File: src/rtl/epmd_pkg.sv
// ----------------------------------------------------------------------------
// epmd_pkg: shared types and constants of the encoder position motor drive
// Holds the register map, item codes, controller commands and status, and the
// fixed widths of the iterative divider.
// ----------------------------------------------------------------------------
package epmd_pkg;

  localparam int COUNT_BITS_DEFAULT = 16;

  localparam int CFG_INDEX_W = 3;
  localparam int CFG_DATA_W  = 16;

  localparam int DIVIDEND_W = 24;
  localparam int DIVISOR_W  = 9;
  localparam int STEP_W     = $clog2(DIVIDEND_W);

  localparam logic [7:0]           SLOW_PERCENT  = 8'd40;
  localparam logic [7:0]           KICK_PERCENT  = 8'd99;
  localparam logic [DIVISOR_W-1:0] PERCENT_SCALE = 9'd100;
  localparam logic signed [15:0]   FULL_TURN     = 16'sd360;

  localparam logic [6:0]         MIN_SPEED_RESET     = 7'd0;
  localparam logic [6:0]         MAX_SPEED_RESET     = 7'd100;
  localparam logic [15:0]        PERIOD_COUNT_RESET  = 16'd65535;
  localparam logic signed [15:0] MIN_ANGLE_RESET     = -16'sd360;
  localparam logic signed [15:0] MAX_ANGLE_RESET     = 16'sd360;
  localparam logic [8:0]         DEG_PER_PULSE_RESET = 9'd1;
  localparam logic [14:0]        DEFAULT_COUNT_RESET = 15'd16384;
  localparam logic signed [15:0] INITIAL_ANGLE_RESET = 16'sd0;

  typedef enum logic [CFG_INDEX_W-1:0] {
    REG_MIN_SPEED     = 3'd0,
    REG_MAX_SPEED     = 3'd1,
    REG_PERIOD_COUNT  = 3'd2,
    REG_MIN_ANGLE     = 3'd3,
    REG_MAX_ANGLE     = 3'd4,
    REG_DEG_PER_PULSE = 3'd5,
    REG_DEFAULT_COUNT = 3'd6,
    REG_INITIAL_ANGLE = 3'd7
  } epmd_reg_t;

  typedef enum logic [2:0] {
    MODE_SPEED  = 3'd0,
    MODE_STOP   = 3'd1,
    MODE_MOVE   = 3'd2,
    MODE_SAMPLE = 3'd3,
    MODE_TICK   = 3'd4,
    MODE_INIT   = 3'd5
  } epmd_mode_t;

  typedef enum logic [1:0] {
    ST_OK    = 2'd0,
    ST_UNDER = 2'd1,
    ST_ABOVE = 2'd2,
    ST_BUSY  = 2'd3
  } epmd_status_t;

  typedef enum logic [1:0] {
    PH_IDLE = 2'd0,
    PH_KICK = 2'd1,
    PH_SLOW = 2'd2
  } epmd_phase_t;

  typedef enum logic [1:0] {
    PCT_COMMAND = 2'd0,
    PCT_SLOW    = 2'd1,
    PCT_KICK    = 2'd2
  } epmd_pct_t;

  typedef enum logic [1:0] {
    DIV_PULSES = 2'd0,
    DIV_LOW    = 2'd1,
    DIV_HIGH   = 2'd2,
    DIV_MAP    = 2'd3
  } epmd_div_sel_t;

  typedef enum logic [2:0] {
    ACT_NONE      = 3'd0,
    ACT_STOP      = 3'd1,
    ACT_DRIVE_LOW = 3'd2,
    ACT_DIV_WRITE = 3'd3,
    ACT_MOVE_CW   = 3'd4,
    ACT_MOVE_CCW  = 3'd5,
    ACT_TO_SLOW   = 3'd6,
    ACT_SAMPLE    = 3'd7
  } epmd_act_t;

  typedef enum logic [2:0] {
    S_IDLE      = 3'd0,
    S_DECODE    = 3'd1,
    S_DRV_CHECK = 3'd2,
    S_DIV_START = 3'd3,
    S_DIV_WAIT  = 3'd4,
    S_FINISH    = 3'd5
  } epmd_state_t;

  typedef struct packed {
    logic          capture;
    logic          set_status;
    epmd_status_t  status;
    logic          set_pct;
    epmd_pct_t     pct_sel;
    logic          prep;
    epmd_div_sel_t div_sel;
    logic          div_start;
    epmd_act_t     act;
    logic          load_out;
  } epmd_cmd_t;

  typedef struct packed {
    epmd_mode_t    mode;
    logic          busy;
    logic          kick;
    logic          slow;
    logic          ang_above;
    logic          ang_below;
    logic          ang_zero;
    logic          ang_full_cw;
    logic          ang_full_ccw;
    logic          pct_below;
    logic          pct_above;
    logic          drv_external;
    logic          map_flat;
    logic          div_done;
    epmd_div_sel_t div_sel;
    logic          out_free;
  } epmd_stat_t;

endpackage

File: src/rtl/epmd_ifs.sv
// ----------------------------------------------------------------------------
// epmd_ifs: item channels of the encoder position motor drive
// A command channel and a result channel, each with valid, ready and payload.
// ----------------------------------------------------------------------------
interface epmd_in_if;
  logic               valid;
  logic               ready;
  logic [2:0]         mode;
  logic [7:0]         speed;
  logic               direction;
  logic signed [15:0] move_angle;
  logic [15:0]        encoder_count;

  modport source (output valid, mode, speed, direction, move_angle, encoder_count,
                  input ready);
  modport sink (input valid, mode, speed, direction, move_angle, encoder_count,
                output ready);
endinterface

interface epmd_out_if;
  logic               valid;
  logic               ready;
  logic [15:0]        compare_a;
  logic [15:0]        compare_b;
  logic [1:0]         status;
  logic               moving;
  logic signed [15:0] shaft_angle;
  logic [15:0]        current_count;

  modport source (output valid, compare_a, compare_b, status, moving, shaft_angle,
                  current_count, input ready);
  modport sink (input valid, compare_a, compare_b, status, moving, shaft_angle,
                current_count, output ready);
endinterface

File: src/rtl/epmd_div.sv
// ----------------------------------------------------------------------------
// epmd_div: restoring divider, one quotient bit per cycle
// Divides an unsigned dividend by a non-zero unsigned divisor and flags the
// end of the run with a single-cycle done pulse; the quotient then holds.
// ----------------------------------------------------------------------------
module epmd_div (
  input  logic                           clk,
  input  logic                           rst,
  input  logic                           start,
  input  logic [epmd_pkg::DIVIDEND_W-1:0] dividend,
  input  logic [epmd_pkg::DIVISOR_W-1:0]  divisor,
  output logic                           done,
  output logic [epmd_pkg::DIVIDEND_W-1:0] quotient
);
  import epmd_pkg::*;

  logic                  running;
  logic [STEP_W-1:0]     step;
  logic [DIVISOR_W-1:0]  dsr;
  logic [DIVISOR_W-1:0]  rem;
  logic [DIVISOR_W:0]    shifted;
  logic [DIVISOR_W:0]    diff;
  logic                  fits;

  assign shifted = {rem, quotient[DIVIDEND_W-1]};
  assign diff    = shifted - {1'b0, dsr};
  assign fits    = shifted >= {1'b0, dsr};

  always_ff @(posedge clk) begin
    if (rst) begin
      running <= 1'b0;
      done    <= 1'b0;
      step    <= '0;
    end else begin
      done <= 1'b0;
      if (start) begin
        running <= 1'b1;
        step    <= '0;
      end else if (running) begin
        step <= step + 1'b1;
        if (step == STEP_W'(DIVIDEND_W - 1)) begin
          running <= 1'b0;
          done    <= 1'b1;
        end
      end
    end
  end

  always_ff @(posedge clk) begin
    if (start) begin
      dsr      <= divisor;
      rem      <= '0;
      quotient <= dividend;
    end else if (running) begin
      rem      <= fits ? diff[DIVISOR_W-1:0] : shifted[DIVISOR_W-1:0];
      quotient <= {quotient[DIVIDEND_W-2:0], fits};
    end
  end

endmodule

File: src/rtl/epmd_datapath.sv
// ----------------------------------------------------------------------------
// epmd_datapath: registers and arithmetic of the encoder position motor drive
// Holds the configuration, the captured item, the move state, the compare
// limits, the operand stage in front of the divider and the result register.
// ----------------------------------------------------------------------------
module epmd_datapath #(
  parameter int COUNT_BITS = epmd_pkg::COUNT_BITS_DEFAULT
) (
  input  logic                             clk,
  input  logic                             rst,
  input  logic                             cfg_write,
  input  logic [epmd_pkg::CFG_INDEX_W-1:0] cfg_index,
  input  logic [epmd_pkg::CFG_DATA_W-1:0]  cfg_data,
  input  logic [2:0]                       in_mode,
  input  logic [7:0]                       in_speed,
  input  logic                             in_direction,
  input  logic signed [15:0]               in_move_angle,
  input  logic [15:0]                      in_encoder_count,
  input  epmd_pkg::epmd_cmd_t              cmd,
  output epmd_pkg::epmd_stat_t             stat,
  epmd_out_if.source                       result
);
  import epmd_pkg::*;

  localparam logic [15:0] SAMPLE_MASK =
    (COUNT_BITS >= 16) ? 16'hFFFF : 16'((64'd1 << COUNT_BITS) - 64'd1);

  logic [6:0]         speed_floor;
  logic [6:0]         speed_ceiling;
  logic [15:0]        period_count;
  logic signed [15:0] angle_floor;
  logic signed [15:0] angle_ceiling;
  logic [8:0]         deg_per_pulse;
  logic [14:0]        default_count;
  logic signed [15:0] initial_angle;

  epmd_mode_t         item_mode;
  logic [7:0]         item_speed;
  logic               item_dir;
  logic signed [15:0] item_angle;
  logic [15:0]        item_sample;

  epmd_phase_t        move_phase;
  logic               move_direction;
  logic signed [17:0] target_count;
  logic [15:0]        last_count;
  logic [15:0]        angle_total;
  logic [15:0]        pending_angle;
  logic [15:0]        drive_a;
  logic [15:0]        drive_b;
  logic [15:0]        low_compare;
  logic [15:0]        high_compare;
  epmd_status_t       status;

  epmd_pct_t          drv_sel;
  logic [7:0]         drv_pct;
  logic               drv_dir;

  epmd_div_sel_t           div_sel;
  logic [DIVIDEND_W-1:0]   dividend;
  logic [DIVISOR_W-1:0]    divisor;
  logic                    div_done;
  logic [DIVIDEND_W-1:0]   quotient;

  logic [15:0]        mul_a;
  logic [6:0]         mul_b;
  logic [22:0]        product;
  logic signed [16:0] angle_ext;
  logic [16:0]        angle_mag;
  logic [15:0]        sat_quotient;
  logic [15:0]        map_value;
  logic [16:0]        pulses;
  logic               sample_done;
  logic               out_valid;

  always_ff @(posedge clk) begin
    if (rst) begin
      speed_floor   <= MIN_SPEED_RESET;
      speed_ceiling <= MAX_SPEED_RESET;
      period_count  <= PERIOD_COUNT_RESET;
      angle_floor   <= MIN_ANGLE_RESET;
      angle_ceiling <= MAX_ANGLE_RESET;
      deg_per_pulse <= DEG_PER_PULSE_RESET;
      default_count <= DEFAULT_COUNT_RESET;
      initial_angle <= INITIAL_ANGLE_RESET;
    end else if (cfg_write) begin
      case (epmd_reg_t'(cfg_index))
        REG_MIN_SPEED:     speed_floor   <= cfg_data[6:0];
        REG_MAX_SPEED:     speed_ceiling <= cfg_data[6:0];
        REG_PERIOD_COUNT:  period_count  <= cfg_data;
        REG_MIN_ANGLE:     angle_floor   <= $signed(cfg_data);
        REG_MAX_ANGLE:     angle_ceiling <= $signed(cfg_data);
        REG_DEG_PER_PULSE: deg_per_pulse <= cfg_data[8:0];
        REG_DEFAULT_COUNT: default_count <= cfg_data[14:0];
        REG_INITIAL_ANGLE: initial_angle <= $signed(cfg_data);
        default: ;
      endcase
    end
  end

  always_ff @(posedge clk) begin
    if (cmd.capture) begin
      item_mode   <= epmd_mode_t'(in_mode);
      item_speed  <= in_speed;
      item_dir    <= in_direction;
      item_angle  <= in_move_angle;
      item_sample <= in_encoder_count & SAMPLE_MASK;
    end
  end

  always_comb begin
    case (drv_sel)
      PCT_COMMAND: drv_pct = item_speed;
      PCT_SLOW:    drv_pct = SLOW_PERCENT;
      PCT_KICK:    drv_pct = KICK_PERCENT;
      default:     drv_pct = item_speed;
    endcase
  end

  assign drv_dir = (drv_sel == PCT_COMMAND) ? item_dir : move_direction;

  assign angle_ext = {item_angle[15], item_angle};
  assign angle_mag = angle_ext[16] ? 17'(-angle_ext) : 17'(angle_ext);

  always_comb begin
    case (cmd.div_sel)
      DIV_LOW: begin
        mul_a = period_count;
        mul_b = speed_floor;
      end
      DIV_HIGH: begin
        mul_a = period_count;
        mul_b = speed_ceiling;
      end
      default: begin
        mul_a = high_compare - low_compare;
        mul_b = drv_pct[6:0] - speed_floor;
      end
    endcase
  end

  assign product = 23'(mul_a) * 23'(mul_b);

  always_ff @(posedge clk) begin
    if (rst) begin
      div_sel <= DIV_PULSES;
      drv_sel <= PCT_COMMAND;
    end else begin
      if (cmd.prep) begin
        div_sel <= cmd.div_sel;
      end
      if (cmd.set_pct) begin
        drv_sel <= cmd.pct_sel;
      end
    end
  end

  always_ff @(posedge clk) begin
    if (cmd.prep) begin
      case (cmd.div_sel)
        DIV_PULSES: begin
          dividend <= DIVIDEND_W'(angle_mag);
          divisor  <= (deg_per_pulse == '0) ? DIVISOR_W'(1) : deg_per_pulse;
        end
        DIV_LOW, DIV_HIGH: begin
          dividend <= DIVIDEND_W'(product);
          divisor  <= PERCENT_SCALE;
        end
        default: begin
          dividend <= DIVIDEND_W'(product);
          divisor  <= DIVISOR_W'(speed_ceiling - speed_floor);
        end
      endcase
    end
  end

  epmd_div u_div (
    .clk      (clk),
    .rst      (rst),
    .start    (cmd.div_start),
    .dividend (dividend),
    .divisor  (divisor),
    .done     (div_done),
    .quotient (quotient)
  );

  assign sat_quotient = (quotient[DIVIDEND_W-1:16] != '0) ? 16'hFFFF : quotient[15:0];
  assign map_value    = low_compare + quotient[15:0];
  assign pulses       = quotient[16:0];
  assign sample_done  = move_direction ? ($signed({2'b00, item_sample}) < target_count)
                                       : ($signed({2'b00, item_sample}) > target_count);

  always_ff @(posedge clk) begin
    if (rst) begin
      move_phase     <= PH_IDLE;
      move_direction <= 1'b0;
      target_count   <= '0;
      last_count     <= '0;
      angle_total    <= '0;
      pending_angle  <= '0;
      drive_a        <= '0;
      drive_b        <= '0;
      low_compare    <= '0;
      high_compare   <= '0;
    end else begin
      case (cmd.act)
        ACT_STOP: begin
          drive_a <= '0;
          drive_b <= '0;
        end
        ACT_DRIVE_LOW: begin
          drive_a <= drv_dir ? 16'd0 : low_compare;
          drive_b <= drv_dir ? low_compare : 16'd0;
        end
        ACT_DIV_WRITE: begin
          case (div_sel)
            DIV_PULSES: begin
              move_direction <= item_angle[15];
              target_count   <= item_angle[15]
                                ? $signed({2'b00, last_count}) - $signed({1'b0, pulses})
                                : $signed({2'b00, last_count}) + $signed({1'b0, pulses});
              pending_angle  <= item_angle;
              move_phase     <= PH_KICK;
            end
            DIV_LOW: begin
              low_compare <= sat_quotient;
            end
            DIV_HIGH: begin
              high_compare <= sat_quotient;
              angle_total  <= initial_angle;
              last_count   <= {1'b0, default_count};
            end
            default: begin
              drive_a <= drv_dir ? 16'd0 : map_value;
              drive_b <= drv_dir ? map_value : 16'd0;
            end
          endcase
        end
        ACT_MOVE_CW: begin
          move_direction <= 1'b0;
          target_count   <= $signed({2'b00, default_count, 1'b0});
          pending_angle  <= item_angle;
          move_phase     <= PH_SLOW;
        end
        ACT_MOVE_CCW: begin
          move_direction <= 1'b1;
          target_count   <= '0;
          pending_angle  <= item_angle;
          move_phase     <= PH_SLOW;
        end
        ACT_TO_SLOW: begin
          move_phase <= PH_SLOW;
        end
        ACT_SAMPLE: begin
          last_count <= item_sample;
          if (sample_done) begin
            drive_a     <= '0;
            drive_b     <= '0;
            angle_total <= angle_total + pending_angle;
            move_phase  <= PH_IDLE;
          end
        end
        default: ;
      endcase
    end
  end

  always_ff @(posedge clk) begin
    if (rst) begin
      status <= ST_OK;
    end else if (cmd.capture) begin
      status <= ST_OK;
    end else if (cmd.set_status) begin
      status <= cmd.status;
    end
  end

  always_ff @(posedge clk) begin
    if (rst) begin
      out_valid <= 1'b0;
    end else if (cmd.load_out) begin
      out_valid <= 1'b1;
    end else if (result.ready) begin
      out_valid <= 1'b0;
    end
  end

  always_ff @(posedge clk) begin
    if (cmd.load_out) begin
      result.compare_a     <= drive_a;
      result.compare_b     <= drive_b;
      result.status        <= status;
      result.moving        <= (move_phase != PH_IDLE);
      result.shaft_angle   <= $signed(angle_total);
      result.current_count <= last_count;
    end
  end

  assign result.valid = out_valid;

  always_comb begin
    stat.mode         = item_mode;
    stat.busy         = (move_phase != PH_IDLE);
    stat.kick         = (move_phase == PH_KICK);
    stat.slow         = (move_phase == PH_SLOW);
    stat.ang_above    = item_angle > angle_ceiling;
    stat.ang_below    = item_angle < angle_floor;
    stat.ang_zero     = (item_angle == 16'sd0);
    stat.ang_full_cw  = (item_angle == FULL_TURN);
    stat.ang_full_ccw = (item_angle == -FULL_TURN);
    stat.pct_below    = drv_pct < {1'b0, speed_floor};
    stat.pct_above    = drv_pct > {1'b0, speed_ceiling};
    stat.drv_external = (drv_sel == PCT_COMMAND);
    stat.map_flat     = (speed_ceiling == speed_floor) || (high_compare < low_compare);
    stat.div_done     = div_done;
    stat.div_sel      = div_sel;
    stat.out_free     = !out_valid || result.ready;
  end

endmodule

File: src/rtl/epmd_ctrl.sv
// ----------------------------------------------------------------------------
// epmd_ctrl: sequencing state machine of the encoder position motor drive
// Decodes each item, orders the range checks, divider runs and register
// updates in the datapath, and hands the result to the output register.
// ----------------------------------------------------------------------------
module epmd_ctrl (
  input  logic                 clk,
  input  logic                 rst,
  input  logic                 in_valid,
  output logic                 in_ready,
  input  epmd_pkg::epmd_stat_t stat,
  output epmd_pkg::epmd_cmd_t  cmd
);
  import epmd_pkg::*;

  epmd_state_t state;
  epmd_state_t state_next;

  always_ff @(posedge clk) begin
    if (rst) begin
      state <= S_IDLE;
    end else begin
      state <= state_next;
    end
  end

  always_comb begin
    state_next = state;
    case (state)
      S_IDLE: begin
        if (in_valid) begin
          state_next = S_DECODE;
        end
      end
      S_DECODE: begin
        case (stat.mode)
          MODE_SPEED: state_next = stat.busy ? S_FINISH : S_DRV_CHECK;
          MODE_MOVE: begin
            if (stat.busy || stat.ang_above || stat.ang_below || stat.ang_zero) begin
              state_next = S_FINISH;
            end else if (stat.ang_full_cw || stat.ang_full_ccw) begin
              state_next = S_DRV_CHECK;
            end else begin
              state_next = S_DIV_START;
            end
          end
          MODE_TICK: state_next = stat.kick ? S_DRV_CHECK : S_FINISH;
          MODE_INIT: state_next = stat.busy ? S_FINISH : S_DIV_START;
          default:   state_next = S_FINISH;
        endcase
      end
      S_DRV_CHECK: begin
        if (stat.pct_below || stat.pct_above || stat.map_flat) begin
          state_next = S_FINISH;
        end else begin
          state_next = S_DIV_START;
        end
      end
      S_DIV_START: state_next = S_DIV_WAIT;
      S_DIV_WAIT: begin
        if (stat.div_done) begin
          case (stat.div_sel)
            DIV_PULSES: state_next = S_DRV_CHECK;
            DIV_LOW:    state_next = S_DIV_START;
            default:    state_next = S_FINISH;
          endcase
        end
      end
      S_FINISH: begin
        if (stat.out_free) begin
          state_next = S_IDLE;
        end
      end
      default: state_next = S_IDLE;
    endcase
  end

  always_comb begin
    cmd      = '0;
    in_ready = 1'b0;
    case (state)
      S_IDLE: begin
        in_ready    = 1'b1;
        cmd.capture = in_valid;
      end
      S_DECODE: begin
        case (stat.mode)
          MODE_SPEED: begin
            if (stat.busy) begin
              cmd.set_status = 1'b1;
              cmd.status     = ST_BUSY;
            end else begin
              cmd.set_pct = 1'b1;
              cmd.pct_sel = PCT_COMMAND;
            end
          end
          MODE_STOP: begin
            if (stat.busy) begin
              cmd.set_status = 1'b1;
              cmd.status     = ST_BUSY;
            end else begin
              cmd.act = ACT_STOP;
            end
          end
          MODE_MOVE: begin
            if (stat.busy) begin
              cmd.set_status = 1'b1;
              cmd.status     = ST_BUSY;
            end else if (stat.ang_above) begin
              cmd.set_status = 1'b1;
              cmd.status     = ST_ABOVE;
            end else if (stat.ang_below) begin
              cmd.set_status = 1'b1;
              cmd.status     = ST_UNDER;
            end else if (stat.ang_zero) begin
              cmd.act = ACT_NONE;
            end else if (stat.ang_full_cw) begin
              cmd.act     = ACT_MOVE_CW;
              cmd.set_pct = 1'b1;
              cmd.pct_sel = PCT_SLOW;
            end else if (stat.ang_full_ccw) begin
              cmd.act     = ACT_MOVE_CCW;
              cmd.set_pct = 1'b1;
              cmd.pct_sel = PCT_SLOW;
            end else begin
              cmd.prep    = 1'b1;
              cmd.div_sel = DIV_PULSES;
            end
          end
          MODE_SAMPLE: begin
            if (stat.slow) begin
              cmd.act = ACT_SAMPLE;
            end
          end
          MODE_TICK: begin
            if (stat.kick) begin
              cmd.act     = ACT_TO_SLOW;
              cmd.set_pct = 1'b1;
              cmd.pct_sel = PCT_SLOW;
            end
          end
          MODE_INIT: begin
            if (stat.busy) begin
              cmd.set_status = 1'b1;
              cmd.status     = ST_BUSY;
            end else begin
              cmd.prep    = 1'b1;
              cmd.div_sel = DIV_LOW;
            end
          end
          default: ;
        endcase
      end
      S_DRV_CHECK: begin
        if (stat.pct_below) begin
          cmd.set_status = stat.drv_external;
          cmd.status     = ST_UNDER;
        end else if (stat.pct_above) begin
          cmd.set_status = stat.drv_external;
          cmd.status     = ST_ABOVE;
        end else if (stat.map_flat) begin
          cmd.act = ACT_DRIVE_LOW;
        end else begin
          cmd.prep    = 1'b1;
          cmd.div_sel = DIV_MAP;
        end
      end
      S_DIV_START: begin
        cmd.div_start = 1'b1;
      end
      S_DIV_WAIT: begin
        if (stat.div_done) begin
          cmd.act = ACT_DIV_WRITE;
          case (stat.div_sel)
            DIV_PULSES: begin
              cmd.set_pct = 1'b1;
              cmd.pct_sel = PCT_KICK;
            end
            DIV_LOW: begin
              cmd.prep    = 1'b1;
              cmd.div_sel = DIV_HIGH;
            end
            default: ;
          endcase
        end
      end
      S_FINISH: begin
        cmd.load_out = stat.out_free;
      end
      default: ;
    endcase
  end

endmodule

File: src/rtl/encoder_position_motor_drive.sv
// ----------------------------------------------------------------------------
// encoder_position_motor_drive: H-bridge PWM compare drive with encoder moves
// Speed commands, stops, angle moves, encoder samples, millisecond ticks and
// initialisation each produce one result item with both compare values.
//
// The request channel carries one command item; the result channel returns
// one item for every command, in order. Limits and scaling are to be set
// through the write port only while no command is in flight; the block
// itself does not enforce this. A command is taken when the block is idle.
// A speed command, a tick or a full-turn move that maps a percentage runs
// the shared 24-step divider once, an initialisation runs it twice, and any
// other angle move runs it once for the pulse count and once more if it then
// maps a percentage.
// The next command is accepted in the cycle after the result is registered,
// so with a ready receiver an item occupies the block up to that point.
// Reset loads the register defaults, stops the bridge, ends any move and
// empties the result register. While the receiver stalls, one finished result
// waits in the output register; a further result holds the block until it
// can be written there.
// ----------------------------------------------------------------------------
module encoder_position_motor_drive #(
  parameter int COUNT_BITS = epmd_pkg::COUNT_BITS_DEFAULT
) (
  input  logic                             clk,
  input  logic                             rst,
  input  logic                             cfg_write,
  input  logic [epmd_pkg::CFG_INDEX_W-1:0] cfg_index,
  input  logic [epmd_pkg::CFG_DATA_W-1:0]  cfg_data,
  epmd_in_if.sink                          request,
  epmd_out_if.source                       result
);
  import epmd_pkg::*;

  epmd_cmd_t  cmd;
  epmd_stat_t stat;
  logic       in_ready;

  assign request.ready = in_ready;

  epmd_ctrl u_ctrl (
    .clk      (clk),
    .rst      (rst),
    .in_valid (request.valid),
    .in_ready (in_ready),
    .stat     (stat),
    .cmd      (cmd)
  );

  epmd_datapath #(
    .COUNT_BITS (COUNT_BITS)
  ) u_datapath (
    .clk              (clk),
    .rst              (rst),
    .cfg_write        (cfg_write),
    .cfg_index        (cfg_index),
    .cfg_data         (cfg_data),
    .in_mode          (request.mode),
    .in_speed         (request.speed),
    .in_direction     (request.direction),
    .in_move_angle    (request.move_angle),
    .in_encoder_count (request.encoder_count),
    .cmd              (cmd),
    .stat             (stat),
    .result           (result)
  );

endmodule

File: src/flat_wrapper.sv
// flat-port wrapper written by rule: the top's interface ports become plain ports
module encoder_position_motor_drive_flat import epmd_pkg::*;
#(
  parameter int COUNT_BITS = epmd_pkg::COUNT_BITS_DEFAULT
)
  (clk, rst, cfg_write, cfg_index, cfg_data, request_valid, request_mode, request_speed, request_direction, request_move_angle, request_encoder_count, request_ready, result_valid, result_compare_a, result_compare_b, result_status, result_moving, result_shaft_angle, result_current_count, result_ready);
  epmd_in_if request_i ();
  epmd_out_if result_i ();
  input  logic clk;
  input  logic rst;
  input  logic cfg_write;
  input  logic [epmd_pkg::CFG_INDEX_W-1:0] cfg_index;
  input  logic [epmd_pkg::CFG_DATA_W-1:0] cfg_data;
  input wire logic [$bits(request_i.valid)-1:0] request_valid;
  input wire logic [$bits(request_i.mode)-1:0] request_mode;
  input wire logic [$bits(request_i.speed)-1:0] request_speed;
  input wire logic [$bits(request_i.direction)-1:0] request_direction;
  input wire logic [$bits(request_i.move_angle)-1:0] request_move_angle;
  input wire logic [$bits(request_i.encoder_count)-1:0] request_encoder_count;
  output wire logic [$bits(request_i.ready)-1:0] request_ready;
  output wire logic [$bits(result_i.valid)-1:0] result_valid;
  output wire logic [$bits(result_i.compare_a)-1:0] result_compare_a;
  output wire logic [$bits(result_i.compare_b)-1:0] result_compare_b;
  output wire logic [$bits(result_i.status)-1:0] result_status;
  output wire logic [$bits(result_i.moving)-1:0] result_moving;
  output wire logic [$bits(result_i.shaft_angle)-1:0] result_shaft_angle;
  output wire logic [$bits(result_i.current_count)-1:0] result_current_count;
  input wire logic [$bits(result_i.ready)-1:0] result_ready;
  assign request_i.valid = request_valid;
  assign request_i.mode = request_mode;
  assign request_i.speed = request_speed;
  assign request_i.direction = request_direction;
  assign request_i.move_angle = request_move_angle;
  assign request_i.encoder_count = request_encoder_count;
  assign request_ready = request_i.ready;
  assign result_valid = result_i.valid;
  assign result_compare_a = result_i.compare_a;
  assign result_compare_b = result_i.compare_b;
  assign result_status = result_i.status;
  assign result_moving = result_i.moving;
  assign result_shaft_angle = result_i.shaft_angle;
  assign result_current_count = result_i.current_count;
  assign result_i.ready = result_ready;
  encoder_position_motor_drive #(.COUNT_BITS(COUNT_BITS)) u_core (.clk(clk), .rst(rst), .cfg_write(cfg_write), .cfg_index(cfg_index), .cfg_data(cfg_data), .request(request_i), .result(result_i));
endmodule
File: config.mk
export PLATFORM = sky130hd
export DESIGN_NAME = encoder_position_motor_drive_flat
export DESIGN_NICKNAME = d
export VERILOG_FILES = /design/src/rtl/epmd_pkg.sv /design/src/rtl/epmd_ifs.sv /design/src/rtl/epmd_div.sv /design/src/rtl/epmd_datapath.sv /design/src/rtl/epmd_ctrl.sv /design/src/rtl/encoder_position_motor_drive.sv /design/src/flat_wrapper.sv
export SDC_FILE = /design/constraint.sdc
export NUM_CORES = 1
export LEC_CHECK = 0
export ABC_AREA = 1
export ABC_CLOCK_PERIOD_IN_PS = 21700
export BUFFER_PORTS_ARGS = -buffer_cell sky130_fd_sc_hd__buf_2
export CORE_MARGIN = 2
export CORE_UTILIZATION = 50
export DETAILED_ROUTE_END_ITERATION = 12
export PLACE_DENSITY_LB_ADDON = 0.08
export SETUP_SLACK_MARGIN = 0.1
export SYNTH_ARGS = -nofsm -noshare
export SYNTH_HDL_FRONTEND = slang
export SYNTH_SLANG_ARGS = --single-unit
File: constraint.sdc
create_clock -name clk -period 21.7 [get_ports clk]
set_input_delay 4.34 -clock clk [delete_from_list [all_inputs] [get_ports clk]]
set_output_delay 4.34 -clock clk [all_outputs]
set_load 0.005 [all_outputs]
==> out/results.tsv, run 1 <==
metric	value	unit
layout net count	3547	
hpwl dp	58160	um
worst r2r src	u_core.u_datapath.drv_sel[0]	
RSZ-0062 raised after global routing	false	
Pwr Density	93.57	mW/mm^2
worst skew pair latency	610	ps
leakage power	12.84	nW
Final min period	9941	ps
Worst slew margin	24.65	%
clock skew	33.61	ps
Critical Path Source	u_core.u_datapath.drv_sel[0]	
Tcrit/Tclk final	45.81	%
Initial DRC Count	1802	
Synth Register Bits	437	
PortBufs	136	
leading cell types in the layout, fill and taps excluded	nand2_1 (514), inv_1 (401), nor2_1 (341)	
Clock Tree Buf Depth	3	
vias in the first global route	21190	
DRC Markers	0	
P&R area growth vs syn	11.47	%
Clock Root Buffer	clkbuf_16	
reg-to-reg critical path endpoint	u_core.u_datapath.dividend[22]	
Worst Hold Class	flip-flop to flip-flop	
Largest register FFs	24	
largest net degree at the start of global routing	100	
CP endpoint kind	flip-flop	
die height	231.9	um
commonest non-fill, non-tap cell in the layout	nand2_1	
Post-CTS Resized	0	
synthesized area	0.02597	sq mm
die span in x	231.9	um
Post-Syn Instances	3123	
Initial DRT Pass Iterations	6	
Post-DRT Antenna Nets	0	
DR vias	22000	
first-pass GRT wire length	119500	um
ant diodes	0	
Pins Over Slew Limit	0	
Final setup violation count	0	
Placeable Area	0.05130	sq mm
setup TNS	0	ps
layout cells sized above 1	10.02	%
Netlist cell types	64	
Hold EP	u_core.u_datapath.u_div.dsr[3]	
CP Max Fanout	29	
Worst-path clk slew	60	ps
H-tree depth	2	
Max Clock Freq	0.1006	GHz
routed len/inst	19.60	um
routability congestion estimate from global placement	0.9558	
Final Routed Wirelength	77110	um
CTS Sinks	437	
Largest Register	u_core.u_datapath.u_div.quotient	
hold slack	416.0	ps
I/O pins	137	
Crit Path Class	flip-flop to flip-flop	
Async SR Flop Fraction	0	%
critical path startpoint category	flip-flop	
max-cap violation count	0	
die area	0.05378	sq mm
CTS Hold Buffers Added	0	
CTS buffer count	48	
worst vdd ir	0.08579	mV
Tightest Pin Transition	1126	ps
post-CTS setup buffer count	0	
status	finished, final reports clean	
Crit path arrival time	10280	ps
CP max-delay cell	ha_1	
Hold Crit Start	u_core.u_datapath.divisor[3]	
# rows	83	
Required @ worst endpoint	22040	ps
DR vias/cell	5.593	
antenna violations before repair	3	
Initial Util	50.62	%
CTS tree	built	
Congestion Overflow GR	0	
Syn. warnings	0	
top flop regs	u_core.u_datapath.u_div.quotient: 24 flops, u_core.u_datapath.dividend: 23 flops, u_core.u_datapath.target_count: 18 flops	
Max stage delay on crit path	810	ps
R2R setup slack	11760	ps
Mapped Nets	3456	
top_reg_cell synth	dfxtp_1	
EDFF count, synth	176	
worst r2r path cells	43	
total global-route track usage	28.67	%
syn_area_per_cell	8.315	sq um
Hold Path Stages	0	
cell mode on critical path	inv_1	
Final Hold Viols	0	
Seq/Total Area, Yosys	40.47	%
## critical path, delay by kind of cell (launching register included)
family                     cells  cell delay [ps]
AOI/OAI and AO/OA              9             1610
DFF                            1              350
and+or+nand+nor               15             2140
adders and majority gates      8             4070
buffers and inverters         11             1500
## layout make-up
class,count,area (sq um)
sequential,437,10510
multi-input combinational,2152,13390
clock buffer,64,1378
clock inverter,26,400.4
fill,4775,22350
tap,680,850.8
timing repair buffer,156,830.8
inverter,419,1585
## layer usage
layer,vias to the layer above,routed length (um),global-route usage [%],part of all wire [%]
met3,100,5064,5.071,6.6
met4,2,1587,6.370,2.1
met1,10560,34630,39.30,45
met5,-,18,0,0.023
met2,693,35800,47.33,46
li1,10650,-,-,-
## cells by family after synthesis
| logic type | synth area share [%] |
|---|---|
| simple gates | 18.02 |
| mux | 0.07709 |
| compound gates | 15.84 |
| fa+ha+maj | 14.97 |
| buf+inv | 8.094 |
| flops | 40.47 |
| xor+xnor | 2.530 |
## cell usage after synthesis, drive strengths merged (21+ instances only)
cell type    n  share of area (%)
nor3        47                1.1
xor2        51                1.7
nor2       347                5.1
nand3       94                2.0
buf         37               0.87
fa          76                5.9
clkbuf      78                1.1
a31oi       49                1.2
inv        413                6.0
a21oi      248                4.8
dfxtp      261                 20
nand2      527                7.9
xnor2       24               0.81
a22oi       21               0.61
o21ai      286                5.6
nand4       47                1.2
edfxtp     176                 20
o211ai      25               0.72
ha         189                9.1
## worst max-delay path by stage
stage,end,cells past startpoint
2_1_floorplan,u_core.u_datapath.dividend[22],45
3_5_place_dp,u_core.u_datapath.dividend[22],43
4_1_cts,u_core.u_datapath.dividend[22],43
3_3_place_gp,u_core.u_datapath.dividend[22],43
6_report,u_core.u_datapath.dividend[22],43
5_1_grt,u_core.u_datapath.dividend[21],43
## stage by stage
step	setup WS (ps)	std cells	area (sq um)	total power, mW	utilization (%)
detailed placement	11770	3844	27170	1.808	52.96
finish	11760	3934	28950	2.709	56.43
global route	10930	3934	28950	2.861	56.43
global placement	12010	3844	27170	1.796	52.96
CTS	11750	3934	28950	2.723	56.43
floorplan	13610	3123	25970	1.548	-
## power by group
group	switching (mW)	total, mW	internal [mW]
sequential	0.0594	0.997	0.938
clock	0.355	0.912	0.557
combinational	0.547	0.799	0.253
total	0.961	2.71	1.75
(Power assumes the default switching activity.)
==> run 2, diff against run 1 <==
--- a/config.mk
+++ b/config.mk
@@ -6,7 +6,7 @@
 export NUM_CORES = 1
 export LEC_CHECK = 0
 export ABC_AREA = 1
-export ABC_CLOCK_PERIOD_IN_PS = 21700
+export ABC_CLOCK_PERIOD_IN_PS = 10200
 export BUFFER_PORTS_ARGS = -buffer_cell sky130_fd_sc_hd__buf_2
 export CORE_MARGIN = 2
 export CORE_UTILIZATION = 50
==> constraint.sdc (replaced) <==
create_clock -name clk -period 10.2 [get_ports clk]
set_input_delay 2.04 -clock clk [delete_from_list [all_inputs] [get_ports clk]]
set_output_delay 2.04 -clock clk [all_outputs]
set_load 0.005 [all_outputs]
==> out/results.tsv, run 2 (synthesis gave the netlist of run 1 again) <==
metric	value	unit	change
placed cell count	3849		was 3,844
R2R setup slack	1140	ps	was 11,760 ps
CTS Sinks	437		unchanged
CTS tree	built		unchanged
worst r2r src	u_core.u_datapath.drv_sel[1]		was u_core.u_datapath.drv_sel[0]
worst skew pair latency	600	ps	was 610 ps
Post-DRT Antenna Nets	0		unchanged
routability congestion estimate from global placement	0.9681		was 0.9558
vias in the first global route	20940		was 21,190
Max Clock Freq	0.1103	GHz	was 0.1006 GHz
Critical Path Source	u_core.u_datapath.drv_sel[1]		was u_core.u_datapath.drv_sel[0]
Final Hold Viols	0		unchanged
DR vias	21810		was 22,000
Multi-input gate area	0.01339	sq mm	unchanged
Tot Pwr	5.656	mW	was 2.709 mW
CP Max Fanout	16		was 29
# rows	83		unchanged
commonest non-fill, non-tap cell in the layout	nand2_1		unchanged
Pwr Density	195.8	mW/mm^2	was 93.57 mW/mm^2
DRC Markers	0		unchanged
Final Routed Wirelength	77410	um	was 77,110 um
non-filler cells, final	3943		was 3,934
Pins Over Slew Limit	0		unchanged
Crit Path Class	flip-flop to flip-flop		unchanged
max-cap violation count	0		unchanged
Hold Crit Start	u_core.u_datapath.divisor[5]		was u_core.u_datapath.divisor[3]
Max stage delay on crit path	520	ps	was 810 ps
post-route cell area	0.02889	sq mm	was 0.02895 sq mm
Tcrit/Tclk final	88.86	%	was 45.81%
Tightest Pin Transition	1122	ps	was 1126 ps
Initial DRT Pass Iterations	6		unchanged
Placeable Area	0.05130	sq mm	unchanged
Post-CTS Resized	0		unchanged
Hold EP	u_core.u_datapath.u_div.dsr[5]		was u_core.u_datapath.u_div.dsr[3]
Largest register FFs	24		unchanged
CP endpoint kind	flip-flop		unchanged
Worst slew margin	24.95	%	was 24.65%
die height	231.9	um	unchanged
Clock Root Buffer	clkbuf_16		unchanged
PortBufs	136		unchanged
CTS buffer count	49		was 48
Final setup violation count	0		unchanged
leading cell types in the layout, fill and taps excluded	nand2_1 (514), inv_1 (401), nor2_1 (341)		unchanged
total area of sequential cells	0.01051	sq mm	unchanged
Worst Hold Class	flip-flop to flip-flop		unchanged
DR vias/cell	5.532		was 5.593
die area	0.05378	sq mm	unchanged
I/O pins	137		unchanged
Required @ worst endpoint	10540	ps	was 22,040 ps
CP max-delay cell	fa_1		was ha_1
Hold Path Stages	0		unchanged
P&R area growth vs syn	11.25	%	was 11.47%
worst r2r path cells	44		was 43
die span in x	231.9	um	unchanged
top flop regs	u_core.u_datapath.u_div.quotient: 24 flops, u_core.u_datapath.dividend: 23 flops, u_core.u_datapath.target_count: 18 flops		unchanged
Clock Tree Buf Depth	3		unchanged
Worst-path clk slew	60	ps	about the same
Final min period	9064	ps	was 9941 ps
antenna violations before repair	2		was 3
first-pass GRT wire length	119000	um	was 119,500 um
H-tree depth	2		unchanged
setup TNS	0	ps	unchanged
Initial DRC Count	2044		was 1,802
post-CTS setup buffer count	0		unchanged
routed len/inst	19.63	um	was 19.60 um
largest net degree at the start of global routing	94		was 100
Crit path arrival time	9410	ps	was 10,280 ps
Placed Area	0.02721	sq mm	was 0.02717 sq mm
CTS Hold Buffers Added	0		unchanged
Congestion Overflow GR	0		unchanged
total global-route track usage	28.79	%	was 28.67%
RSZ-0062 raised after global routing	false		unchanged
reg-to-reg critical path endpoint	u_core.u_datapath.dividend[22]		unchanged
hold slack	425.6	ps	was 416.0 ps
worst vdd ir	0.1691	mV	was 0.08579 mV
Fillers	4831		was 4,775
Largest Register	u_core.u_datapath.u_div.quotient		unchanged
layout cells sized above 1	9.997	%	was 10.02%
clock skew	17.60	ps	was 33.61 ps
cell mode on critical path	inv_1		unchanged
critical path startpoint category	flip-flop		unchanged
status	finished, final reports clean		unchanged
leakage power	12.81	nW	was 12.84 nW
Initial Util	50.62	%	unchanged
layout net count	3553		was 3,547
hpwl dp	59020	um	was 58,160 um
==> run 2: cell types whose count changed in the layout (fill, tap and decap cells not counted) <==
cell / previous run / this run
bufinv_16: 9 / 2
clkinv_2: 12 / 7
clkbuf_8: 7 / 12
clkinv_8: 1 / 0
clkinv_1: 4 / 5
clkinv_16: 1 / 0
buf_4: 20 / 25
clkinv_4: 1 / 2
inv_4: 6 / 5
diode_2: 0 / 2
clkbuf_1: 6 / 12
clkbuf_4: 1 / 0
clkbuf_16: 50 / 53
clkinvlp_4: 0 / 2
==> run 2: metal layers <==
metal / part of all wire, % / vias up / global-route usage (%) / wire length (um)
li1: - / 10680 / - / -
met1: 45 / 10320 / 39.54 / 34610
met2: 46 / 697 / 46.67 / 35540
met3: 6.9 / 117 / 5.243 / 5351
met4: 2.5 / 2 / 7.752 / 1899
met5: 0.016 / - / 0 / 12
==> run 2: stage by stage <==
step	worst slack, ps	utilization, %
floorplan	2107	-
global placement	1487	53.03
detailed placement	1217	53.03
CTS	1215	56.30
global route	553.2	56.30
finish	1136	56.31
==> run 2: power by group <==
group	switching [mW]	leakage [nW]	internal, mW
sequential	0.127	3.74	2.00
clock	0.736	0.822	1.09
combinational	1.16	8.24	0.553
total	2.02	12.8	3.63
==> run 2: worst max path at each step <==
| stage | endpoint | slack [ps] | cells past startpoint |
|---|---|---|---|
| 3_5_place_dp | u_core.u_datapath.dividend[22] | 1220 | 44 |
| 6_report | u_core.u_datapath.dividend[22] | 1140 | 44 |
| 5_1_grt | u_core.u_datapath.dividend[21] | 550 | 42 |
| 4_1_cts | u_core.u_datapath.dividend[22] | 1220 | 44 |
| 2_1_floorplan | u_core.u_datapath.dividend[22] | 2110 | 45 |
| 3_3_place_gp | u_core.u_datapath.dividend[22] | 1490 | 44 |
==> run 2: area by class of cell <==
type                    instances  share of cell area [%]
diodes                          2                 0.01732
multi-input cells            2152                   46.36
well taps                     680                   2.945
clock buffers                  77                   5.319
repair buffers                161                   3.006
flip-flops and latches        437                   36.38
clock inverters                15                  0.4851
inverters                     419                   5.487
==> run 2: critical path: cells and delay by family (launching register included) <==
family / cells / cell delay, ps
DFF: 1 / 390
and+or+nand+nor: 14 / 1710
AOI/OAI and AO/OA: 10 / 1650
adders and majority gates: 8 / 3510
buffers and inverters: 12 / 1490
